==> src/rtl/und_pkg.sv <==
`default_nettype none
package und_pkg;

  // default fraction bits of the outputs
  localparam int FRAC_BITS = 14;

  // packed word layout
  localparam int WORD_W  = 16;
  localparam int CODE_W  = 7;
  localparam int SQ_W    = 14;
  localparam int OUT_W   = 16;

  localparam int SIGN_X  = 15;
  localparam int SIGN_Y  = 14;
  localparam int SIGN_Z  = 13;

  localparam logic [CODE_W-1:0] CODE_MAX = 7'd127;
  localparam logic [CODE_W:0]   Z_BASE   = 8'd126;

  typedef logic [CODE_W-1:0] code_t;
  typedef logic [SQ_W-1:0]   sq_t;
  typedef logic [2:0]        signs_t;

endpackage
`default_nettype wire

==> src/rtl/und_div.sv <==
`default_nettype none
module und_div #(
  parameter int FRAC_BITS = und_pkg::FRAC_BITS
) (
  input  wire logic                      clk,
  input  wire logic [2*FRAC_BITS+2:0]    en,
  input  wire und_pkg::sq_t              c2_i,
  input  wire und_pkg::sq_t              len2_i,
  output logic [2*FRAC_BITS+2:0]         quo_o
);

  localparam int NDIV = 2 * FRAC_BITS + 3;
  localparam int LW   = und_pkg::SQ_W;

  logic [LW-1:0]   rem_r [NDIV];
  logic [LW-1:0]   len_r [NDIV];
  logic [NDIV-1:0] quo_r [NDIV];

  // restoring division, one quotient bit per stage
  for (genvar k = 0; k < NDIV; k++) begin : g_stage
    logic [LW:0]     t_w;
    logic [LW-1:0]   l_w;
    logic [NDIV-1:0] qp_w;
    logic [LW:0]     diff_w;
    logic            ge_w;

    if (k == 0) begin : g_first
      assign t_w  = {1'b0, c2_i};
      assign l_w  = len2_i;
      assign qp_w = '0;
    end else begin : g_rest
      assign t_w  = {rem_r[k-1], 1'b0};
      assign l_w  = len_r[k-1];
      assign qp_w = quo_r[k-1];
    end

    assign ge_w   = t_w >= {1'b0, l_w};
    assign diff_w = t_w - {1'b0, l_w};

    always_ff @(posedge clk) begin
      if (en[k]) begin
        rem_r[k] <= ge_w ? diff_w[LW-1:0] : t_w[LW-1:0];
        len_r[k] <= l_w;
        quo_r[k] <= {qp_w[NDIV-2:0], ge_w};
      end
    end
  end

  assign quo_o = quo_r[NDIV-1];

endmodule
`default_nettype wire

==> config.mk <==
export PLATFORM = sky130hd
export DESIGN_NAME = und_div
export DESIGN_NICKNAME = d
export VERILOG_FILES = /design/src/rtl/und_pkg.sv /design/src/rtl/und_div.sv
export SDC_FILE = /design/constraint.sdc
export NUM_CORES = 2
export LEC_CHECK = 0
export ABC_AREA = 1
export ABC_CLOCK_PERIOD_IN_PS = 5100
export BUFFER_PORTS_ARGS = -buffer_cell sky130_fd_sc_hd__buf_2
export CAP_MARGIN = 20
export CORE_MARGIN = 2
export CORE_UTILIZATION = 40
export CTS_CLUSTER_SIZE = 14
export DETAILED_ROUTE_END_ITERATION = 7
export PLACE_DENSITY_LB_ADDON = 0.05
export SLEW_MARGIN = 15
export SYNTH_ARGS = -nofsm -noshare
export SYNTH_HDL_FRONTEND = slang
export SYNTH_SLANG_ARGS = --single-unit
export TNS_END_PERCENT = 100
==> constraint.sdc <==
create_clock -name clk -period 5.1 [get_ports clk]
set_input_delay 0.765 -clock clk [delete_from_list [all_inputs] [get_ports clk]]
set_output_delay 0.765 -clock clk [all_outputs]
set_load 0.01 [all_outputs]
==> results.json <==
{
  "area_delta_synth_final_pct": 10.88,
  "viasPerCell": 4.716,
  "hold_start": "len2_i[7]",
  "hold_depth": 1,
  "rsz0062_at_grt": "no",
  "swShare": 0.3956,
  "synth_seq_cells": 1336,
  "worst_setup_path_start_kind": "flop",
  "synth.distinct_cells": 41,
  "coreArea_mm2": 0.1852,
  "ant_nets": 0,
  "layout_min_cycle_time_ps": 2565,
  "drt-initial-drc-count": 3222,
  "netlist_top_cells_count": "nand2_1 (2346), inv_1 (1651), edfxtp_1 (1336)",
  "io_buffers": 90,
  "ys.warnings.count": 0,
  "finalCritPeriodShare": 0.5030,
  "chipHeight_um": 435.4,
  "cts.repair.resized": 0,
  "die_x_um": 435.4,
  "ir_drop_mv": 0.2714,
  "synth_seq_area_share": 0.5390,
  "grt_max_degree": 55,
  "max_slew_margin": 0.3452,
  "yosys.area.top_type": "edfxtp_1",
  "synth_compound_area_frac": 0.03508,
  "synthesis.area_mm2": 0.07443,
  "path_max_fanout": 22,
  "antenna_found_initial": 5,
  "path_class": "flop to flop",
  "slew_viol_final": 0,
  "synth_mux_area_frac": 0,
  "p_clk_frac": 0.232,
  "cp_data_arrival_time_ps": 3080,
  "cts_setup_buffers": 0,
  "tns_ps": 0,
  "drive_gt1_frac": 0.07495,
  "timing_worst_slew_pin_value_ps": 982.2,
  "grt_pass1_wl_um": 280500,
  "postSynthNetCount": 8445,
  "synth_top_family_by_area": "simple AND/OR/NAND/NOR gates",
  "design_area_mm2": 0.08252,
  "crit_chain": "inv_1 > ha_1 > or2_1 > nand3_1 > nand2_1 > nand2_4 > nand3_2 > nand3_1 > nand2_1",
  "worstPathRequired_ps": 5620,
  "internal_power_mw": 28.86,
  "cts-root-buf": "clkbuf_16",
  "gp_congestion": 0.8655,
  "synthesis.instances": 7922,
  "synth_top_area_frac": 0.5390,
  "worstSetupEndpointType": "flop",
  "power.share.sequential": 0.357,
  "setup_violations": 0,
  "layout.nets": 8647,
  "synthAdderAreaFrac": 0.08086,
  "cts_tree": "done",
  "cts_max_level": 4,
  "p_per_area_mw_per_mm2": 578.6,
  "path_clk_slew_ps": 60,
  "skew_ps": 30.66,
  "rrSetupSlack_ps": 2530,
  "firstDrtPassIters": 5,
  "drc": 0,
  "r2r_cells": 9,
  "max_cap_violations": 0,
  "rr_startpoint": "len_r[0][114]$_DFFE_PP_",
  "p_leak_nw": 39.06,
  "clock_latency_ps": 800,
  "synth-edff-count": 1336,
  "cts_buffers": 153,
  "holdBufCountCts": 0,
  "outcome": "completed",
  "yosysMostFrequentCell": "nand2_1",
  "die_area_mm2": 0.1895,
  "yosys-top-cells-area": "edfxtp_1 (54%), nand2_1 (12%), inv_1 (8.3%)",
  "cts_sinks": 1336,
  "vias": 50599,
  "cts_buffer_depth": 3,
  "ios": 91,
  "clock.fmax_ghz": 0.3898,
  "grt_pass1_vias": 50292,
  "dpl_cell_area_mm2": 0.07739,
  "regToRegEndpoint": "rem_r[0][138]$_DFFE_PP_",
  "synthFlopType": "edfxtp_1",
  "avgSynthCellArea_um2": 9.395,
  "synth_xor_area_frac": 0.02459,
  "hold_class": "input pin to flop",
  "p_sw_mw": 18.89,
  "routed_wl_um": 176300,
  "critical_path.max_stage_delay_ps": 480,
  "start_util": 0.4018,
  "crit_slowest_cell": "edfxtp_1",
  "finalHoldViolCount": 0,
  "yosys.area_share.simple": 0.2277,
  "min_to": "len_r[0][7]$_DFFE_PP_",
  "dpl.hpwl_um": 135900,
  "rows": 158,
  "grt.total_usage": 0.1872,
  "combPwrFrac": 0.411,
  "wl_per_cell_um": 16.43,
  "postSynth.asyncResetShare": 0,
  "grt-ovfl-total": 0
}
kinds of logic after synthesis:
kind of cell             Yosys count
AO/OA/AOI/OAI                    428
XOR/XNOR                         209
adder cells (fa/ha/maj)          463
buffers and inverters           1715
flip-flops                      1336
AND/OR/NAND/NOR                 3771
area by class of cell:
class	count	area, µm²
Fill cell	18055	102700
Inverter	1655	6212
Tap cell	2480	3103
Antenna cell	4	10.01
Timing Repair Buffer	107	615.6
Clock inverter	89	1017
Sequential cell	1336	40120
Clock buffer	187	4041
Multi-Input combinational cell	4871	27410
power groups by stage:
stage	Sequential, mW	Clock [mW]	Combinational (mW)
global placement	17.4	0	19.6
global route	17.3	11.9	22.8
detailed placement	17.3	0	19.6
finish	17.1	11.1	19.6
floorplan	16.5	0	15.7
CTS	17.1	11.5	19.8
stage by stage:
stage / worst slack, ps / util / hold WS, ps / power [mW] / std cells
after floorplan: 2643 / - / 400.3 / 32.11 / 7922
after global placement: 2226 / 0.4178 / 400.5 / 36.95 / 10446
after detailed placement: 2225 / 0.4178 / 404.5 / 36.99 / 10446
after CTS: 2545 / 0.4451 / 88.76 / 48.36 / 10722
after global routing: 2258 / 0.4455 / 110.2 / 51.93 / 10729
final: 2535 / 0.4455 / 158.2 / 47.75 / 10729
how the worst max path moves through the flow:
stage / startpoint / end / cells after the start
after CTS: len_r[0][114]$_DFFE_PP_ / rem_r[0][138]$_DFFE_PP_ / 9
after floorplan: c2_i[0] / rem_r[0][10]$_DFFE_PP_ / 13
after global placement: c2_i[0] / rem_r[0][7]$_DFFE_PP_ / 13
final: len_r[0][114]$_DFFE_PP_ / rem_r[0][138]$_DFFE_PP_ / 9
after detailed placement: c2_i[0] / rem_r[0][7]$_DFFE_PP_ / 13
after global routing: len_r[1][9]$_DFFE_PP_ / rem_r[1][27]$_DFFE_PP_ / 10
critical path, delay by kind of cell, from the launching register on:
family	cells	cell delay, ps
buffers and inverters	1	70
DFF	1	480
and+or+nand+nor	7	1420
adders and majority gates	1	340
registers in the layout, indices dropped and copies added (netlist names):
register,count
quo_r,496
len_r,420
rem_r,420
layer usage:
| metal | global-route usage | share of wire | vias to the layer above |
|---|---|---|---|
| li1 | - | - | 26146 |
| met1 | 0.2505 | 0.47 | 23507 |
| met2 | 0.3192 | 0.48 | 707 |
| met3 | 0.02446 | 0.031 | 239 |
| met4 | 0.04984 | 0.023 | 0 |
| met5 | 0 | 0 | - |
cells in the final DEF, fill, tap and decap left out, types with 17 or more instances in the layout:
cell type  Yosys  routed
nand2_1     2346    2346
inv_1       1651    1651
edfxtp_1    1336    1336
nand3_1      471     471
ha_1         433     433
nor2_1       362     362
nand4_1      258     258
a21oi_1      170     170
clkbuf_16      0     157
xor2_1       145     145
o21ai_1      106     106
buf_2          2      90
o21ai_0       67      67
xnor2_1       64      64
nand2_2       62      62
nor2_2        57      57
and2_1        52      52
nand3b_1      36      36
nand3_2       30      30
fa_1          30      30
clkbuf_1       0      30
o21ai_2       27      27
a21oi_4       25      25
clkinv_1       0      25
a21o_1        23      23
nand3_4       22      22
nand4_2       19      19
nand2_4       17      17
Power figures use the tool's default switching activity.
