===== src/rtl/und_pkg.sv =====
`default_nettype none
package und_pkg;

  // default fraction bits of the outputs
  localparam int FRAC_BITS = 14;

  // packed word layout
  localparam int WORD_W  = 16;
  localparam int CODE_W  = 7;
  localparam int SQ_W    = 14;
  localparam int OUT_W   = 16;

  localparam int SIGN_X  = 15;
  localparam int SIGN_Y  = 14;
  localparam int SIGN_Z  = 13;

  localparam logic [CODE_W-1:0] CODE_MAX = 7'd127;
  localparam logic [CODE_W:0]   Z_BASE   = 8'd126;

  typedef logic [CODE_W-1:0] code_t;
  typedef logic [SQ_W-1:0]   sq_t;
  typedef logic [2:0]        signs_t;

endpackage
`default_nettype wire


===== src/rtl/und_front.sv =====
`default_nettype none
module und_front (
  input  wire logic                        clk,
  input  wire logic [1:0]                  en,
  input  wire logic [und_pkg::WORD_W-1:0]  word_i,
  output und_pkg::sq_t                     xsq_o,
  output und_pkg::sq_t                     ysq_o,
  output und_pkg::sq_t                     zsq_o,
  output und_pkg::sq_t                     len2_o
);

  und_pkg::code_t x_w, y_w, z_w, xm_w, ym_w;
  logic [und_pkg::CODE_W:0] s_w, s2_w;
  und_pkg::code_t x_r, y_r, z_r;
  und_pkg::sq_t   xsq_w, ysq_w, zsq_w;
  logic [und_pkg::SQ_W+1:0] len_w;
  und_pkg::sq_t   xsq_r, ysq_r, zsq_r, len2_r;

  // unpack, mirror the upper triangle and derive z
  always_comb begin
    x_w  = {1'b0, word_i[12:7]};
    y_w  = word_i[6:0];
    s_w  = {1'b0, x_w} + {1'b0, y_w};
    xm_w = (s_w >= {1'b0, und_pkg::CODE_MAX}) ? (und_pkg::CODE_MAX - x_w) : x_w;
    ym_w = (s_w >= {1'b0, und_pkg::CODE_MAX}) ? (und_pkg::CODE_MAX - y_w) : y_w;
    s2_w = {1'b0, xm_w} + {1'b0, ym_w};
    z_w  = (s2_w <= und_pkg::Z_BASE) ? und_pkg::CODE_W'(und_pkg::Z_BASE - s2_w) : '0;
  end

  always_ff @(posedge clk) begin
    if (en[0]) begin
      x_r <= xm_w;
      y_r <= ym_w;
      z_r <= z_w;
    end
  end

  // squares and squared length
  always_comb begin
    xsq_w = x_r * x_r;
    ysq_w = y_r * y_r;
    zsq_w = z_r * z_r;
    len_w = {2'b00, xsq_w} + {2'b00, ysq_w} + {2'b00, zsq_w};
  end

  always_ff @(posedge clk) begin
    if (en[1]) begin
      xsq_r  <= xsq_w;
      ysq_r  <= ysq_w;
      zsq_r  <= zsq_w;
      len2_r <= len_w[und_pkg::SQ_W-1:0];
    end
  end

  assign xsq_o  = xsq_r;
  assign ysq_o  = ysq_r;
  assign zsq_o  = zsq_r;
  assign len2_o = len2_r;

endmodule
`default_nettype wire


===== config.mk =====
export PLATFORM = sky130hd
export DESIGN_NAME = und_front
export DESIGN_NICKNAME = d
export VERILOG_FILES = /design/src/rtl/und_pkg.sv /design/src/rtl/und_front.sv
export SDC_FILE = /design/constraint.sdc
export NUM_CORES = 1
export LEC_CHECK = 0
export BUFFER_PORTS_ARGS = -buffer_cell sky130_fd_sc_hd__buf_2
export CAP_MARGIN = 20
export CORE_MARGIN = 5
export CORE_UTILIZATION = 55
export DETAILED_ROUTE_END_ITERATION = 8
export HOLD_SLACK_MARGIN = 0.06
export PLACE_DENSITY = 0.78
export SETUP_SLACK_MARGIN = 0.02
export SLEW_MARGIN = 30
export SYNTH_ARGS = -nofsm -noshare
export SYNTH_HDL_FRONTEND = slang
export SYNTH_SLANG_ARGS = --single-unit
export TNS_END_PERCENT = 1

===== constraint.sdc =====
create_clock -name clk -period 6.2 [get_ports clk]
set_input_delay 0.31 -clock clk [delete_from_list [all_inputs] [get_ports clk]]
set_output_delay 0.31 -clock clk [all_outputs]
set_load 0.005 [all_outputs]

==> run_results.csv <==
group,metric,value,unit
clocking,clk_transition_reported_paths,0.06,ns
synthesis,post_synth_num_cell_types,73,
floorplanning,die_y,128,um
synthesis,syn-instance-count,764,
critical_path,cp_common_cell,"sky130_fd_sc_hd__fa_1",
critical_path,critPathMaxStageDelay,0.53,ns
critical_path,setup.worst_path.class,"flip-flop to flip-flop",
finish,nFillCells,1045,
critical_path,path_delay_family,"adder cells",
critical_path,cp_num_buf_inv,3,
clocking,worst_skew_pair.late_latency,0.35,ns
floorplanning,initial_utilization,0.554,
clocking,cts-root-to-sink-buffers,2,
finish,insertedDiodeCount,0,
placed_design,post_detail_place_hpwl,12.7,mm
global_routing,pin_count_of_the_biggest_net_entering_global_routing,54,
drt,vias,5668,
timing,period_minus_slack,6.16,ns
synthesis,synth_commonest_cells,"145 x sky130_fd_sc_hd__inv_1, 87 x sky130_fd_sc_hd__ha_1, 74 x sky130_fd_sc_hd__edfxtp_1",
synthesis,synth_top_family_by_area,"adder cells",
clocking,clockRootBuffer,"sky130_fd_sc_hd__clkbuf_16",
synthesis,post-synth-top-count-cell,"sky130_fd_sc_hd__inv_1",
synthesis,yosys.area_share.xor_xnor,0.0686,
timing,fmaxAchievable,0.162,GHz
synthesis,yosysTopAreaCell,"sky130_fd_sc_hd__edfxtp_1",
clocking,tritoncts_num_sinks,74,
worst_hold_path,hold_path.class,"primary input to flip-flop",
critical_path,worstSetupStartpointType,"flip-flop",
synthesis,synth.top_cell.area_share,0.292,
clocking,max_h_tree_level,3,
clocking,cts_buffers,9,
finish,layoutNonFillerInstCount,1083,
timing,timing.final.hold_violations,0,
timing,grt_setup_unrepaired,"true",
placed_design,numPortBuffers,68,
drt,detail_route.iter0.violations,284,
synthesis,adder_cell_area_share_of_the_yosys_netlist,0.299,
placed_design,dp_cells,1057,
timing,setup_total_negative_slack,0,ns
finish,drive_above_1_share,0.258,
timing,tightest_slew,0.756,ns
global_routing,grt.overflow.total,0,
timing,timing_max_transition_violations_final,0,
synthesis,synthFlopType,"sky130_fd_sc_hd__edfxtp_1",
floorplanning,design.core.area,0.0137,mm2
flow_run,cap_violations,0,
synthesis,yosysWarnings,0,
drt,wl_per_cell,14.6,um
critical_path,critPathSlowestCell,"sky130_fd_sc_hd__fa_1",
synthesis,synth-compound-area-share,0.0989,
synthesis,syn_area,0.00760,mm2
drt,drc,0,
critical_path,timing.critical_path.from,"x_r[2]",
synthesis,synth.area.mux_share,0.00938,
timing,period_share,0.994,
critical_path,critical_path_sink_type,"flip-flop",
synthesis,syn_area_per_cell,9.95,um2
synthesis,yosys_register_bits,74,
drt,drt.antenna.violating_nets,0,
timing,max-slew-margin-rel,0.496,
drt,vias_per_cell,5.23,
finish,area_growth,21.0,%
critical_path,required,6.29,ns
floorplanning,die-area,0.0163,mm2
synthesis,cells_taking_the_most_area_after_synthesis,"sky130_fd_sc_hd__edfxtp_1 29%, sky130_fd_sc_hd__fa_1 16%, sky130_fd_sc_hd__ha_1 14%",
floorplanning,floorplan.rows,43,
synthesis,synth-simple-area-share,0.146,
timing,setup_violations,0,
drt,drtPass1Iterations,4,
critical_path,path_max_fanout,4,
synthesis,synth-edff-count,74,
global_routing,antenna_violations_before_repair,0,
placed_design,gpl.final_weighted_congestion,0.893,
drt,total_routed_wirelength,15.8,mm
critical_path,reg_to_reg_start,"x_r[2]",
timing,clock-skew-final,0.00651,ns
clocking,cts_hold_buffers,0,
critical_path,timing.critical_path.cells,"and2_4 > fa_1 > inv_2 > fa_1 > fa_1 > inv_1 > fa_1 > ha_4 > a21boi_4 > o21ai_2 > a21boi_2 > o21a_1 > o21a_1 > nor4_2 > nor3_2 > fa_1 > inv_2 > ha_4 > nand3_1 > a21oi_2 > nor4bb_4 > xnor2_2 > xnor3_1",
global_routing,number_of_global_route_vias_before_repair,5769,
critical_path,arrival,6.25,ns
status,result_of_the_run,"finished, final reports clean",
floorplanning,ioPinCount,75,
finish,layout.core_utilization,0.670,
floorplanning,dieWidth,128,um
worst_hold_path,hold_start,"word_i[5]",
global_routing,grt_usage,0.200,
synthesis,seq_total_area_yosys,0.292,
clocking,cts_tree,"yes",
synthesis,async_flop_share,0,
global_routing,grt_pass1_wl,26.0,mm
finish,fin_nets,1063,
## sequential cells by signal (all words and copies together) (netlist names)
name,cells
z_r,7
len2_o,14
x_r,7
y_r,7
ysq_o,13
zsq_o,13
xsq_o,13
## routing by layer
metal	track usage	routed length (um)
met3	0.0309	817
met2	0.345	7660
met4	0.0911	533
met5	0	0
met1	0.247	6760
## what timing repair did
action | 4_1_cts | 5_1_grt
setup endpoints to repair | 1 | 1
setup buffers | 1 | 10
gates resized for setup | 20 | 44
pin swaps | 15 | 38
hold endpoints to repair | 0 | 0
## layout by cell type, fill, tap and decap left out, types with 19 or more instances in the layout
master	n
sky130_fd_sc_hd__inv_1	136
sky130_fd_sc_hd__ha_1	82
sky130_fd_sc_hd__edfxtp_1	74
sky130_fd_sc_hd__buf_4	72
sky130_fd_sc_hd__buf_2	68
sky130_fd_sc_hd__fa_1	59
sky130_fd_sc_hd__nand2_1	51
sky130_fd_sc_hd__xnor2_1	45
sky130_fd_sc_hd__and2_1	34
sky130_fd_sc_hd__nor2_1	27
sky130_fd_sc_hd__a21oi_1	19
## worst paths after layout
check                             endpoint  slack [ns]  depth (start not counted)
worst max-delay path            len2_o[13]        0.04                         23
worst min-delay path                y_r[5]        0.31                          2
worst max register to register  len2_o[13]        0.04                         23
worst min register to register    xsq_o[0]        0.66                          1
## layout make-up
| cell class | instances | area (um2) | area share |
|---|---|---|---|
| clock buffer | 10 | 229 | 0.0249 |
| multi-input combinational | 527 | 5010 | 0.545 |
| tap | 180 | 225 | 0.0245 |
| sequential | 74 | 2220 | 0.242 |
| clock inverter | 6 | 81.3 | 0.00884 |
| timing repair buffer | 140 | 881 | 0.0958 |
| inverter | 146 | 549 | 0.0597 |
## worst reg2reg max path, delay by kind of cell, from the launching register on
family                   cells  cell delay, ns
XOR/XNOR                     2            0.40
AND/OR/NAND/NOR              5            1.12
AO/OA/AOI/OAI                6            0.91
buffers and inverters        3            0.14
adder cells (fa/ha/maj)      7            2.98
flip-flops                   1            0.37
## metrics by stage
stage	hold slack [ns]	cell area (um2)	setup slack, ns
global route	0.333	9200	-0.236
global placement	0.652	8600	-0.0741
CTS	0.306	8960	-0.0151
detailed placement	0.650	8600	-0.211
floorplan	0.422	7680	0.0830
finish	0.314	9200	0.0364
## kinds of logic (layout without fill, tap and decap cells)
logic type,count (synthesis),after routing
adders and majority gates,146,146
DFF,74,74
and+or+nand+nor,208,208
buffers and inverters,165,302
AOI/OAI and AO/OA,105,105
muxes,7,7
other,1,3
xor gates and xnor gates,58,58
Power is not shown: default switching activity piles up to over one toggle a cycle in this logic, so the estimate is an artifact.
