File: config.mk
export PLATFORM = sky130hd
export DESIGN_NAME = und_sqrt
export DESIGN_NICKNAME = d
export VERILOG_FILES = /design/src/rtl/und_pkg.sv /design/src/rtl/und_sqrt.sv
export SDC_FILE = /design/constraint.sdc
export NUM_CORES = 1
export LEC_CHECK = 0
export BUFFER_PORTS_ARGS = -buffer_cell sky130_fd_sc_hd__clkbuf_2
export CAP_MARGIN = 40
export CORE_UTILIZATION = 43
export DETAILED_ROUTE_END_ITERATION = 8
export GPL_TIMING_DRIVEN = 0
export RECOVER_POWER = 50
export SYNTH_ARGS = -nofsm -noshare
export SYNTH_HDL_FRONTEND = slang
export SYNTH_SLANG_ARGS = --single-unit
File: constraint.sdc
create_clock -name clk -period 5 [get_ports clk]
set_input_delay 0.5 -clock clk [delete_from_list [all_inputs] [get_ports clk]]
set_output_delay 0.5 -clock clk [all_outputs]
set_load 0.01 [all_outputs]
File: src/rtl/und_pkg.sv
`default_nettype none
package und_pkg;

  // default fraction bits of the outputs
  localparam int FRAC_BITS = 14;

  // packed word layout
  localparam int WORD_W  = 16;
  localparam int CODE_W  = 7;
  localparam int SQ_W    = 14;
  localparam int OUT_W   = 16;

  localparam int SIGN_X  = 15;
  localparam int SIGN_Y  = 14;
  localparam int SIGN_Z  = 13;

  localparam logic [CODE_W-1:0] CODE_MAX = 7'd127;
  localparam logic [CODE_W:0]   Z_BASE   = 8'd126;

  typedef logic [CODE_W-1:0] code_t;
  typedef logic [SQ_W-1:0]   sq_t;
  typedef logic [2:0]        signs_t;

endpackage
`default_nettype wire

File: src/rtl/und_sqrt.sv
`default_nettype none
module und_sqrt #(
  parameter int FRAC_BITS = und_pkg::FRAC_BITS
) (
  input  wire logic                    clk,
  input  wire logic [FRAC_BITS+1:0]    en,
  input  wire logic [2*FRAC_BITS+2:0]  d_i,
  output logic [FRAC_BITS+1:0]         root_o
);

  localparam int NSQ = FRAC_BITS + 2;
  localparam int SW  = 2 * NSQ;
  localparam int RW  = FRAC_BITS + 3;

  logic [SW-1:0]  d_r    [NSQ];
  logic [RW-1:0]  rem_r  [NSQ];
  logic [NSQ-1:0] root_r [NSQ];

  // digit-by-digit square root, one root bit per stage
  for (genvar k = 0; k < NSQ; k++) begin : g_stage
    logic [SW-1:0]  dp_w;
    logic [RW-1:0]  rp_w;
    logic [NSQ-1:0] op_w;
    logic [RW+1:0]  r4_w;
    logic [RW+1:0]  trial_w;
    logic [RW+1:0]  diff_w;
    logic           ge_w;

    if (k == 0) begin : g_first
      assign dp_w = {1'b0, d_i};
      assign rp_w = '0;
      assign op_w = '0;
    end else begin : g_rest
      assign dp_w = d_r[k-1];
      assign rp_w = rem_r[k-1];
      assign op_w = root_r[k-1];
    end

    assign r4_w    = {rp_w, dp_w[SW-1:SW-2]};
    assign trial_w = {1'b0, op_w, 2'b01};
    assign ge_w    = r4_w >= trial_w;
    assign diff_w  = r4_w - trial_w;

    always_ff @(posedge clk) begin
      if (en[k]) begin
        d_r[k]    <= {dp_w[SW-3:0], 2'b00};
        rem_r[k]  <= ge_w ? diff_w[RW-1:0] : r4_w[RW-1:0];
        root_r[k] <= {op_w[NSQ-2:0], ge_w};
      end
    end
  end

  assign root_o = root_r[NSQ-1];

endmodule
`default_nettype wire

==> results of run 1 <==
worst max-delay path: stages (launching register included):
cell      delay (ps)
edfxtp_1         410
ha_1             290
clkbuf_1         280
nand4b_1         230
nor4_1           580
nor3_1           180
nor3b_1          210
nor2_2           360
buf_2            360
mux2_2           370
worst min path at each step:
stage                                     start  depth (start not counted)                    end
after CTS                               d_i[22]                          1   d_r[0][22]$_DFFE_PP_
after global placement    d_r[0][170]$_DFFE_PP_                          0  d_r[0][202]$_DFFE_PP_
after detailed placement   d_r[0][70]$_DFFE_PP_                          0  d_r[0][102]$_DFFE_PP_
after global routing                    d_i[26]                          1   d_r[0][26]$_DFFE_PP_
final                                   d_i[22]                          1   d_r[0][22]$_DFFE_PP_
after floorplan            d_r[0][68]$_DFFE_PP_                          0  d_r[0][100]$_DFFE_PP_
synth_stat cells (all sizes together), types with 29 or more instances:
cell type	n
edfxtp	608
a21oi	128
inv	182
nand2	122
nor2	139
o21a	29
nor3	57
xor2	73
o21ai	100
nor4	29
a21o	32
xnor2	94
nand3	30
ha	151
kinds of logic after synthesis:
group,Yosys count
AND/OR/NAND/NOR,531
adder cells (fa/ha/maj),151
XOR/XNOR,167
flip-flops,608
AO/OA/AOI/OAI,389
buffers and inverters,211
other,1
multiplexers,32
report_power, final:
group          switching [mW]  internal, mW  total, mW
logic                    1.14         0.893       2.04
clock network            1.99          3.18       5.17
registers               0.306          6.33       6.64
total                    3.44          10.4       13.8
metal layers:
metal	part of all wire [%]	up-vias	track usage, %	wire, microns
li1	-	8055	-	-
met1	45	7805	19.53	21950
met2	48	355	24.61	23120
met3	4.6	81	2.610	2251
met4	2.4	0	5.109	1162
met5	0	-	0	0
metrics by stage:
step | hold WS [ps] | utilization, % | instance area, sq um
2_1_floorplan | 400.3 | - | 27900
3_3_place_gp | 400.4 | 45.59 | 29280
3_5_place_dp | 404.5 | 45.97 | 29520
4_1_cts | 34.91 | 49.64 | 31880
5_1_grt | 44.77 | 49.47 | 31780
6_report | 71.70 | 49.47 | 31780
state kept, by name, summed over array words and instances, names as in the netlist:
register  cells
d_r         240
rem_r       232
root_r      136
final cells by class:
| cell class | instances | share of cell area, % |
|---|---|---|
| multi-input cells | 1271 | 27.72 |
| plain buffers | 29 | 0.4607 |
| clock inverters | 47 | 1.886 |
| repair buffers | 76 | 1.406 |
| well taps | 855 | 3.367 |
| flip-flops and latches | 608 | 57.46 |
| clock buffers | 78 | 5.540 |
| inverters | 182 | 2.158 |
==> flow_summary.toml, run 1 <==
[floorplanning]
coreArea_sq_um = 64230
die_w_microns = 256.7
die-area_sq_um = 65910
die_h_microns = 256.7
io_pins = 64
initial_core_util_pct = 43.44
num_rows = 93

[place]
gp_congestion = 0.8823
dp.cells = 3020
dp_hpwl_microns = 35960
io_buffers = 63
dp_slack_ps = 1622

[power_and_ir_drop]
leakagePower_nw = 12.14
max-vdd-ir-drop_v = 0.0003803
p_total_mw = 13.85
power_density_nw_per_um2 = 435.7

[timing]
slew_viol_final = 253
clock_skew_ps = 29.49
setup_ws_ps = 1459
slew_headroom_pct = -30.75
rsz0062_at_grt = "no"
hold_violations = 0
max_freq_ghz = 0.2824
tns_ps = 0
period_needed_ps = 3541
fin_crit_sh_pct = 70.82
tightest_slew_ps = 1961
finalSetupViolations = 0

[yosys]
yosys_warnings = 0
synth-seq-area-share_pct = 65.44
synthFlopType = "edfxtp_1"
synth-xor-area-share_pct = 5.243
synthAdderAreaFrac_pct = 6.772
yosys-top-cells-area = "edfxtp_1 65%, ha_1 6.8%, xnor2_1 3.0%"
synth.largest_area_cell = "edfxtp_1"
syn-num-nets = 2289
synth_top_area_share_pct = 65.44
synth_seq_cells = 608
synth_compound_area_share_pct = 8.727
synth-edff-count = 608
synth_top_family_by_area = "simple AND/OR/NAND/NOR gates"
postSynth.asyncResetShare_pct = 0
avgSynthCellArea_sq_um = 13.35
synth_simple_gate_area_share_pct = 9.539
syn_area_sq_um = 27900
syn_inst = 2090
synth.distinct_cells = 79
synthMuxAreaShare_pct = 1.283

[route]
antenna_left = 0
drt_first_pass_iters = 6
drc = 0
viasPerCell = 5.180
routedWlPerCell_microns = 15.41
routed_wl_microns = 48480
drt_iter0_drc = 968
vias = 16300

[worst_setup_path]
critPathMaxFanout = 10
endpoint_kind = "register"
path_class = "register to register"
crit_required_ps = 5350
r2r-end = "rem_r[1][99]$_DFFE_PP_"
cp-startpoint = "rem_r[1][79]$_DFFE_PP_"
r2r_setup_slack_ps = 1460
arrival_ps = 3890
crit_path_start_kind = "register"
r2r-start = "rem_r[1][79]$_DFFE_PP_"
rr_worst_depth = 9
critPathCapture = "rem_r[1][99]$_DFFE_PP_"

[layout]
area_growth_pct = 13.89
nFillCells = 5544
most-common-layout-cells = "608 x edfxtp_1, 181 x inv_1, 151 x ha_1, 137 x nor2_1, 128 x a21oi_1"
finalNonFillerCells = 3146
final_common_cell = "edfxtp_1"
regArea_sq_um = 18260
multi_input_area_sq_um = 8810
antennaDiodeCount = 0
fin_nets = 2435
drive_gt1_share_pct = 9.777

[clock_tree]
post_cts.repair.setup_buffers = 0
clock-sinks = 608
cts.path.max_buffers = 3
htree_levels = 3
ctsResizeCount = 0
path_clk_slew_ps = 60
ctsHoldBuffers = 0
clockRootBuffer = "clkbuf_16"
numCtsBuffers = 68
cts_tree = "done"
clk-insertion-delay-late_ps = 600

[global_routing]
grt_first_pass_wirelength_microns = 79900
overflow = 0
grt_pass1_vias = 16190
track_usage_pct = 14.81
grt_max_degree = 39
antenna_found_initial = 0

[flow_run]
drv_cap = 7

[worst_hold_path]
holdCritPathClass = "input pin to register"

[outcome]
violations = "max-capacitance violations, max-slew violations"
outcome = "complete, but fails checks"
Power figures use the tool's default switching activity.
==> inputs of run 2 (changes only) <==
--- a/config.mk
+++ b/config.mk
@@ -5,6 +5,7 @@
 export SDC_FILE = /design/constraint.sdc
 export NUM_CORES = 1
 export LEC_CHECK = 0
+export ABC_AREA = 1
 export BUFFER_PORTS_ARGS = -buffer_cell sky130_fd_sc_hd__clkbuf_2
 export CAP_MARGIN = 40
 export CORE_UTILIZATION = 43
==> constraint.sdc (replaced) <==
create_clock -name clk -period 3.08 [get_ports clk]
set_input_delay 0.308 -clock clk [delete_from_list [all_inputs] [get_ports clk]]
set_output_delay 0.308 -clock clk [all_outputs]
set_load 0.01 [all_outputs]
==> run 2 against run 1 <==
The run ends with design-rule violations, max-capacitance violations, max-slew violations left. First-iteration DRC count up 53%. Utilization is 0.17 points lower. Die area grew 14%. Clock-buffer cell count grew 8.
==> flow_summary.toml, run 2 <==
[outcome]
outcome = "complete, but fails checks"
violations = "design-rule violations, max-capacitance violations, max-slew violations"

[global_routing]
grt_pass1_vias = 20970
grt_first_pass_wirelength_microns = 107000
overflow = 0
track_usage_pct = 17.83
grt_max_degree = 37
antenna_found_initial = 0

[worst_setup_path]
critPathMaxFanout = 10
crit_path_cell_trace = "ha_1, a21oi_1, nand2_1, nand2_1, nand3_1, nor2_2, buf_4, o21ai_0"
critical-path-max-stage-delay_ps = 430
crit_path_start_kind = "register"
path_class = "register to register"
crit_required_ps = 3420
endpoint_kind = "register"
critPathBufInv = 1
cp_top_family = "simple AND/OR/NAND/NOR gates"
cp_slowest_cell = "edfxtp_1"
arrival_ps = 2690
crit_top_cell = "nand2_1"

[timing]
clock_skew_ps = 25.03
rsz0062_at_grt = "no"
tns_ps = 0
slew_headroom_pct = -28.79
period_needed_ps = 2355
tightest_slew_ps = 1932
slew_viol_final = 265
hold_violations = 0
fin_crit_sh_pct = 76.46
finalSetupViolations = 0
max_freq_ghz = 0.4246

[power_and_ir_drop]
p_total_mw = 22.67
max-vdd-ir-drop_v = 0.0004946
leakagePower_nw = 16.48
power_density_nw_per_um2 = 628.0

[route]
viasPerCell = 4.810
antenna_left = 0
routed_wl_microns = 65790
routedWlPerCell_microns = 14.32
drc = 4
drt_first_pass_iters = 9
vias = 22100
drt_iter0_drc = 1482

[yosys]
postSynth.asyncResetShare_pct = 0
avgSynthCellArea_sq_um = 9.376
yosys_warnings = 0
syn-num-nets = 3608
synth_seq_cells = 608
yosys-top-cells-area = "edfxtp_1 57%, nand2_1 13%, inv_1 7.1%"
syn_area_sq_um = 31960
synthFlopType = "edfxtp_1"
synth.distinct_cells = 50
synth-seq-area-share_pct = 57.12
yosysMostFrequentCell = "nand2_1"
synth-edff-count = 608
synth_top_area_share_pct = 57.12
synth.largest_area_cell = "edfxtp_1"
syn_inst = 3409
synthTopCellsByCount = "1102 x nand2_1, 608 x edfxtp_1, 607 x inv_1, 202 x nor2_1, 157 x nand3_1"

[clock_tree]
path_clk_slew_ps = 50
cts.path.max_buffers = 3
clk-insertion-delay-late_ps = 610
clockRootBuffer = "clkbuf_16"
numCtsBuffers = 69
clock-sinks = 608
htree_levels = 3
post_cts.repair.setup_buffers = 0
cts_tree = "done"
ctsResizeCount = 0

[floorplanning]
io_pins = 64
die-area_sq_um = 75430
num_rows = 99
die_w_microns = 274.6
coreArea_sq_um = 73210
die_h_microns = 274.6
initial_core_util_pct = 43.66

[place]
dp_hpwl_microns = 50940
io_buffers = 63
gp_congestion = 0.9396

[layout]
largest_reg_flops = 240
area_growth_pct = 12.91
top_register = "d_r"
final_common_cell = "nand2_1"
antennaDiodeCount = 0
biggestRegsByFlops = "d_r x240, rem_r x232, root_r x136"
nFillCells = 6788
fin_nets = 3786
drive_gt1_share_pct = 7.123
most-common-layout-cells = "1102 x nand2_1, 608 x edfxtp_1, 607 x inv_1, 202 x nor2_1, 157 x nand3_1"

[worst_hold_path]
holdCritPathClass = "input pin to register"

[flow_run]
drv_cap = 8
## run 2: cell count changes after synthesis, sizes merged, moves of 28 or more
cell,change
nand2,+994
inv,+430
nand3,+138
nor2,+87
nand4,+82
xnor2,-66
a21o,-31
nor2b,-28
o21a,-28
## run 2: final timing paths
path / start / endpoint / slack (ps) / depth (start not counted)
max reg2reg: rem_r[0][106]$_DFFE_PP_ / rem_r[0][122]$_DFFE_PP_ / 720 / 8
min: en[8] / rem_r[1][16]$_DFFE_PP_ / 60 / 1
min reg2reg: d_r[0][11]$_DFFE_PP_ / d_r[0][43]$_DFFE_PP_ / 400 / 0
max: rem_r[0][106]$_DFFE_PP_ / rem_r[0][122]$_DFFE_PP_ / 720 / 8
## run 2: report_power, final
group / leakage, nW / internal [mW] / switching [mW]
combinational: 9.58 / 1.41 / 2.60
sequential: 5.83 / 10.2 / 0.509
clock: 1.07 / 4.71 / 3.26
total: 16.5 / 16.3 / 6.37
## run 2: cell type report
cell class | instances | area, sq um | area share [%]
sequential | 608 | 18260 | 50.59
buffer | 33 | 249.0 | 0.6899
tap | 959 | 1200 | 3.325
timing repair buffer | 107 | 721.9 | 2.000
inverter | 612 | 2297 | 6.365
multi-input combinational | 2156 | 11160 | 30.92
clock buffer | 86 | 1812 | 5.020
clock inverter | 34 | 394.1 | 1.092
## run 2: logic make-up (layout without fill, tap and decap cells)
kind of cell / count (synthesis) / after routing / synth area share [%]
other cells: 1 / 1 / 0.01173
buf+inv: 645 / 872 / 7.966
xor+xnor: 81 / 81 / 2.219
compound gates: 216 / 216 / 3.566
simple gates: 1707 / 1707 / 23.21
flops: 608 / 608 / 57.12
fa+ha+maj: 151 / 151 / 5.911
## run 2: timing repair
item / in CTS / in global routing
hold buffers: 31 / 0
endpoints found under the hold margin: 31 / 0
setup endpoints to repair: 0 / 0
## run 2: metal layers
metal | share of wire, % | GRT usage, %
met1 | 45 | 23.12
met2 | 49 | 30.75
met3 | 4.0 | 2.592
met4 | 2.5 | 5.468
met5 | 0 | 0
## run 2: metrics by stage
step                hold WS [ps]  instance area [sq um]  worst slack, ps  util, %  cells
global route               68.17                  36090            540.9    49.30   4595
detailed placement         404.5                  33740            759.8    46.10   4444
floorplan                  400.3                  31960             1184        -   3409
CTS                        10.34                  36260            750.9    49.53   4595
finish                     64.00                  36090            724.9    49.30   4595
global placement           400.5                  33480            637.7    45.73   4431
==> inputs of run 3 (changes only) <==
==> constraint.sdc (replaced) <==
create_clock -name clk -period 2.4 [get_ports clk]
set_input_delay 0.24 -clock clk [delete_from_list [all_inputs] [get_ports clk]]
set_output_delay 0.24 -clock clk [all_outputs]
set_load 0.01 [all_outputs]
==> run 3 against run 2 <==
The run still ends with design-rule violations, max-capacitance violations, max-slew violations left. Sequential share of layout area down 0.12 points. Clock skew about the same. Cell area is 0.24% higher. Critical path type unchanged. Largest power group unchanged. Highest routed layer unchanged.
==> flow_summary.toml, run 3 (same netlist as run 2, synthesis figures left out) <==
[global_routing]
overflow = 0
use_met1_pct = 23.12
busiest_layer = "met2"
antenna_found_initial = 0
groute.layer.met3.usage_pct = 2.592
track_usage_pct = 17.83
met2_usage_pct = 30.76
grt_pass1_vias = 20970
grt_first_pass_wirelength_microns = 107000
grt_max_degree = 37

[layout]
final_core_util_pct = 49.42
finalNonFillerCells = 4597
final_common_cell = "nand2_1"
fin_nets = 3788
nFillCells = 6778
most-common-layout-cells = "1102 x nand2_1, 608 x edfxtp_1, 607 x inv_1, 202 x nor2_1, 155 x nand3_1"
top_register = "d_r"
biggestRegsByFlops = "d_r x240, rem_r x232, root_r x136"
largest_reg_flops = 240
antennaDiodeCount = 0
area_growth_pct = 13.18
drive_gt1_share_pct = 7.284

[power_and_ir_drop]
max-vdd-ir-drop_v = 0.0006359
leakagePower_nw = 16.51
power_density_nw_per_um2 = 804.9
p_total_mw = 29.12

[floorplanning]
initial_core_util_pct = 43.66
die_h_microns = 274.6
die_w_microns = 274.6
coreArea_sq_um = 73210
num_rows = 99
io_pins = 64
die-area_sq_um = 75430

[timing]
rsz0062_at_grt = "no"
setup_ws_ps = 132.3
fin_crit_sh_pct = 94.49
finalSetupViolations = 0
hold_violations = 0
tightest_slew_ps = 1921
period_needed_ps = 2268
holdWs_ps = 95.11
max_freq_ghz = 0.4410
slew_headroom_pct = -28.09
slew_viol_final = 259
clock_skew_ps = 24.77

[place]
dp_hpwl_microns = 50940
dp.cells = 4444
gp_congestion = 0.9396
dp_slack_ps = 79.84
io_buffers = 63

[route]
routedWlPerCell_microns = 14.32
drc = 4
antenna_left = 0
routed_wl_microns = 65850
viasPerCell = 4.806
drt_first_pass_iters = 7
drt_iter0_drc = 1503
vias = 22090

[worst_setup_path]
critical-path-max-stage-delay_ps = 410
path_class = "register to register"
crit_path_cell_trace = "inv_1, ha_1, a21oi_1, a21boi_2, nand3_1, nor2_4, buf_6, o21ai_0"
endpoint_kind = "register"
arrival_ps = 2590
crit_path_start_kind = "register"
cp_slowest_cell = "edfxtp_1"
crit_required_ps = 2720
critPathMaxFanout = 10

[clock_tree]
clockRootBuffer = "clkbuf_16"
htree_levels = 3
post_cts.repair.setup_buffers = 0
cts.path.max_buffers = 3
path_clk_slew_ps = 60
clock-sinks = 608
numCtsBuffers = 69
cts_tree = "done"
clk-insertion-delay-late_ps = 610

[flow_run]
drv_cap = 8

[worst_hold_path]
holdCritPathClass = "input pin to register"

[outcome]
outcome = "complete, but fails checks"
violations = "design-rule violations, max-capacitance violations, max-slew violations"
[run 3: area by class of cell]
cell class	count	area, sq um	area share [%]
clock buffers	86	1812	5.008
repair buffers	109	759.5	2.099
well taps	959	1200	3.317
inverters	612	2297	6.350
plain buffers	33	251.5	0.6951
multi-input cells	2156	11210	30.98
clock inverters	34	394.1	1.089
flip-flops and latches	608	18260	50.47
[run 3: metrics by stage]
step | setup TNS [ps] | instance area [sq um]
2_1_floorplan | 0 | 31960
3_3_place_gp | -127.7 | 33480
3_5_place_dp | 0 | 33740
4_1_cts | 0 | 36280
5_1_grt | 0 | 36180
6_report | 0 | 36180
[run 3: power breakdown]
part           internal [mW]  leakage [nW]  switching (mW)
sequential              13.1          5.83           0.653
clock                   6.05          1.07            4.19
combinational           1.83          9.61            3.35
[run 3: final timing paths]
kind | from | end | slack (ps) | cells after the start
worst min-delay path | en[11] | rem_r[1][63]$_DFFE_PP_ | 100 | 1
worst max-delay path | root_r[0][68]$_DFFE_PP_ | rem_r[0][90]$_DFFE_PP_ | 130 | 8
worst max register to register | root_r[0][68]$_DFFE_PP_ | rem_r[0][90]$_DFFE_PP_ | 130 | 8
worst min register to register | d_r[0][11]$_DFFE_PP_ | d_r[0][43]$_DFFE_PP_ | 400 | 0
[run 3: critical path, delay by kind of cell (launching register included)]
kind	cells	cell delay, ps
AO/OA/AOI/OAI	3	630
adder cells (fa/ha/maj)	1	280
buffers and inverters	2	280
flip-flops	1	410
AND/OR/NAND/NOR	2	390
[run 3: what timing repair did]
item | 4_1_cts | 5_1_grt
resized for setup | 0 | 11
hold buffers | 33 | 0
hold endpoints to repair | 42 | 0
setup endpoints to repair | 0 | 50
[run 3: routing by layer]
layer,vias up,wire [microns]
li1,11510,-
met1,10070,29350
met2,401,32150
met3,117,2711
met4,0,1634
met5,-,0
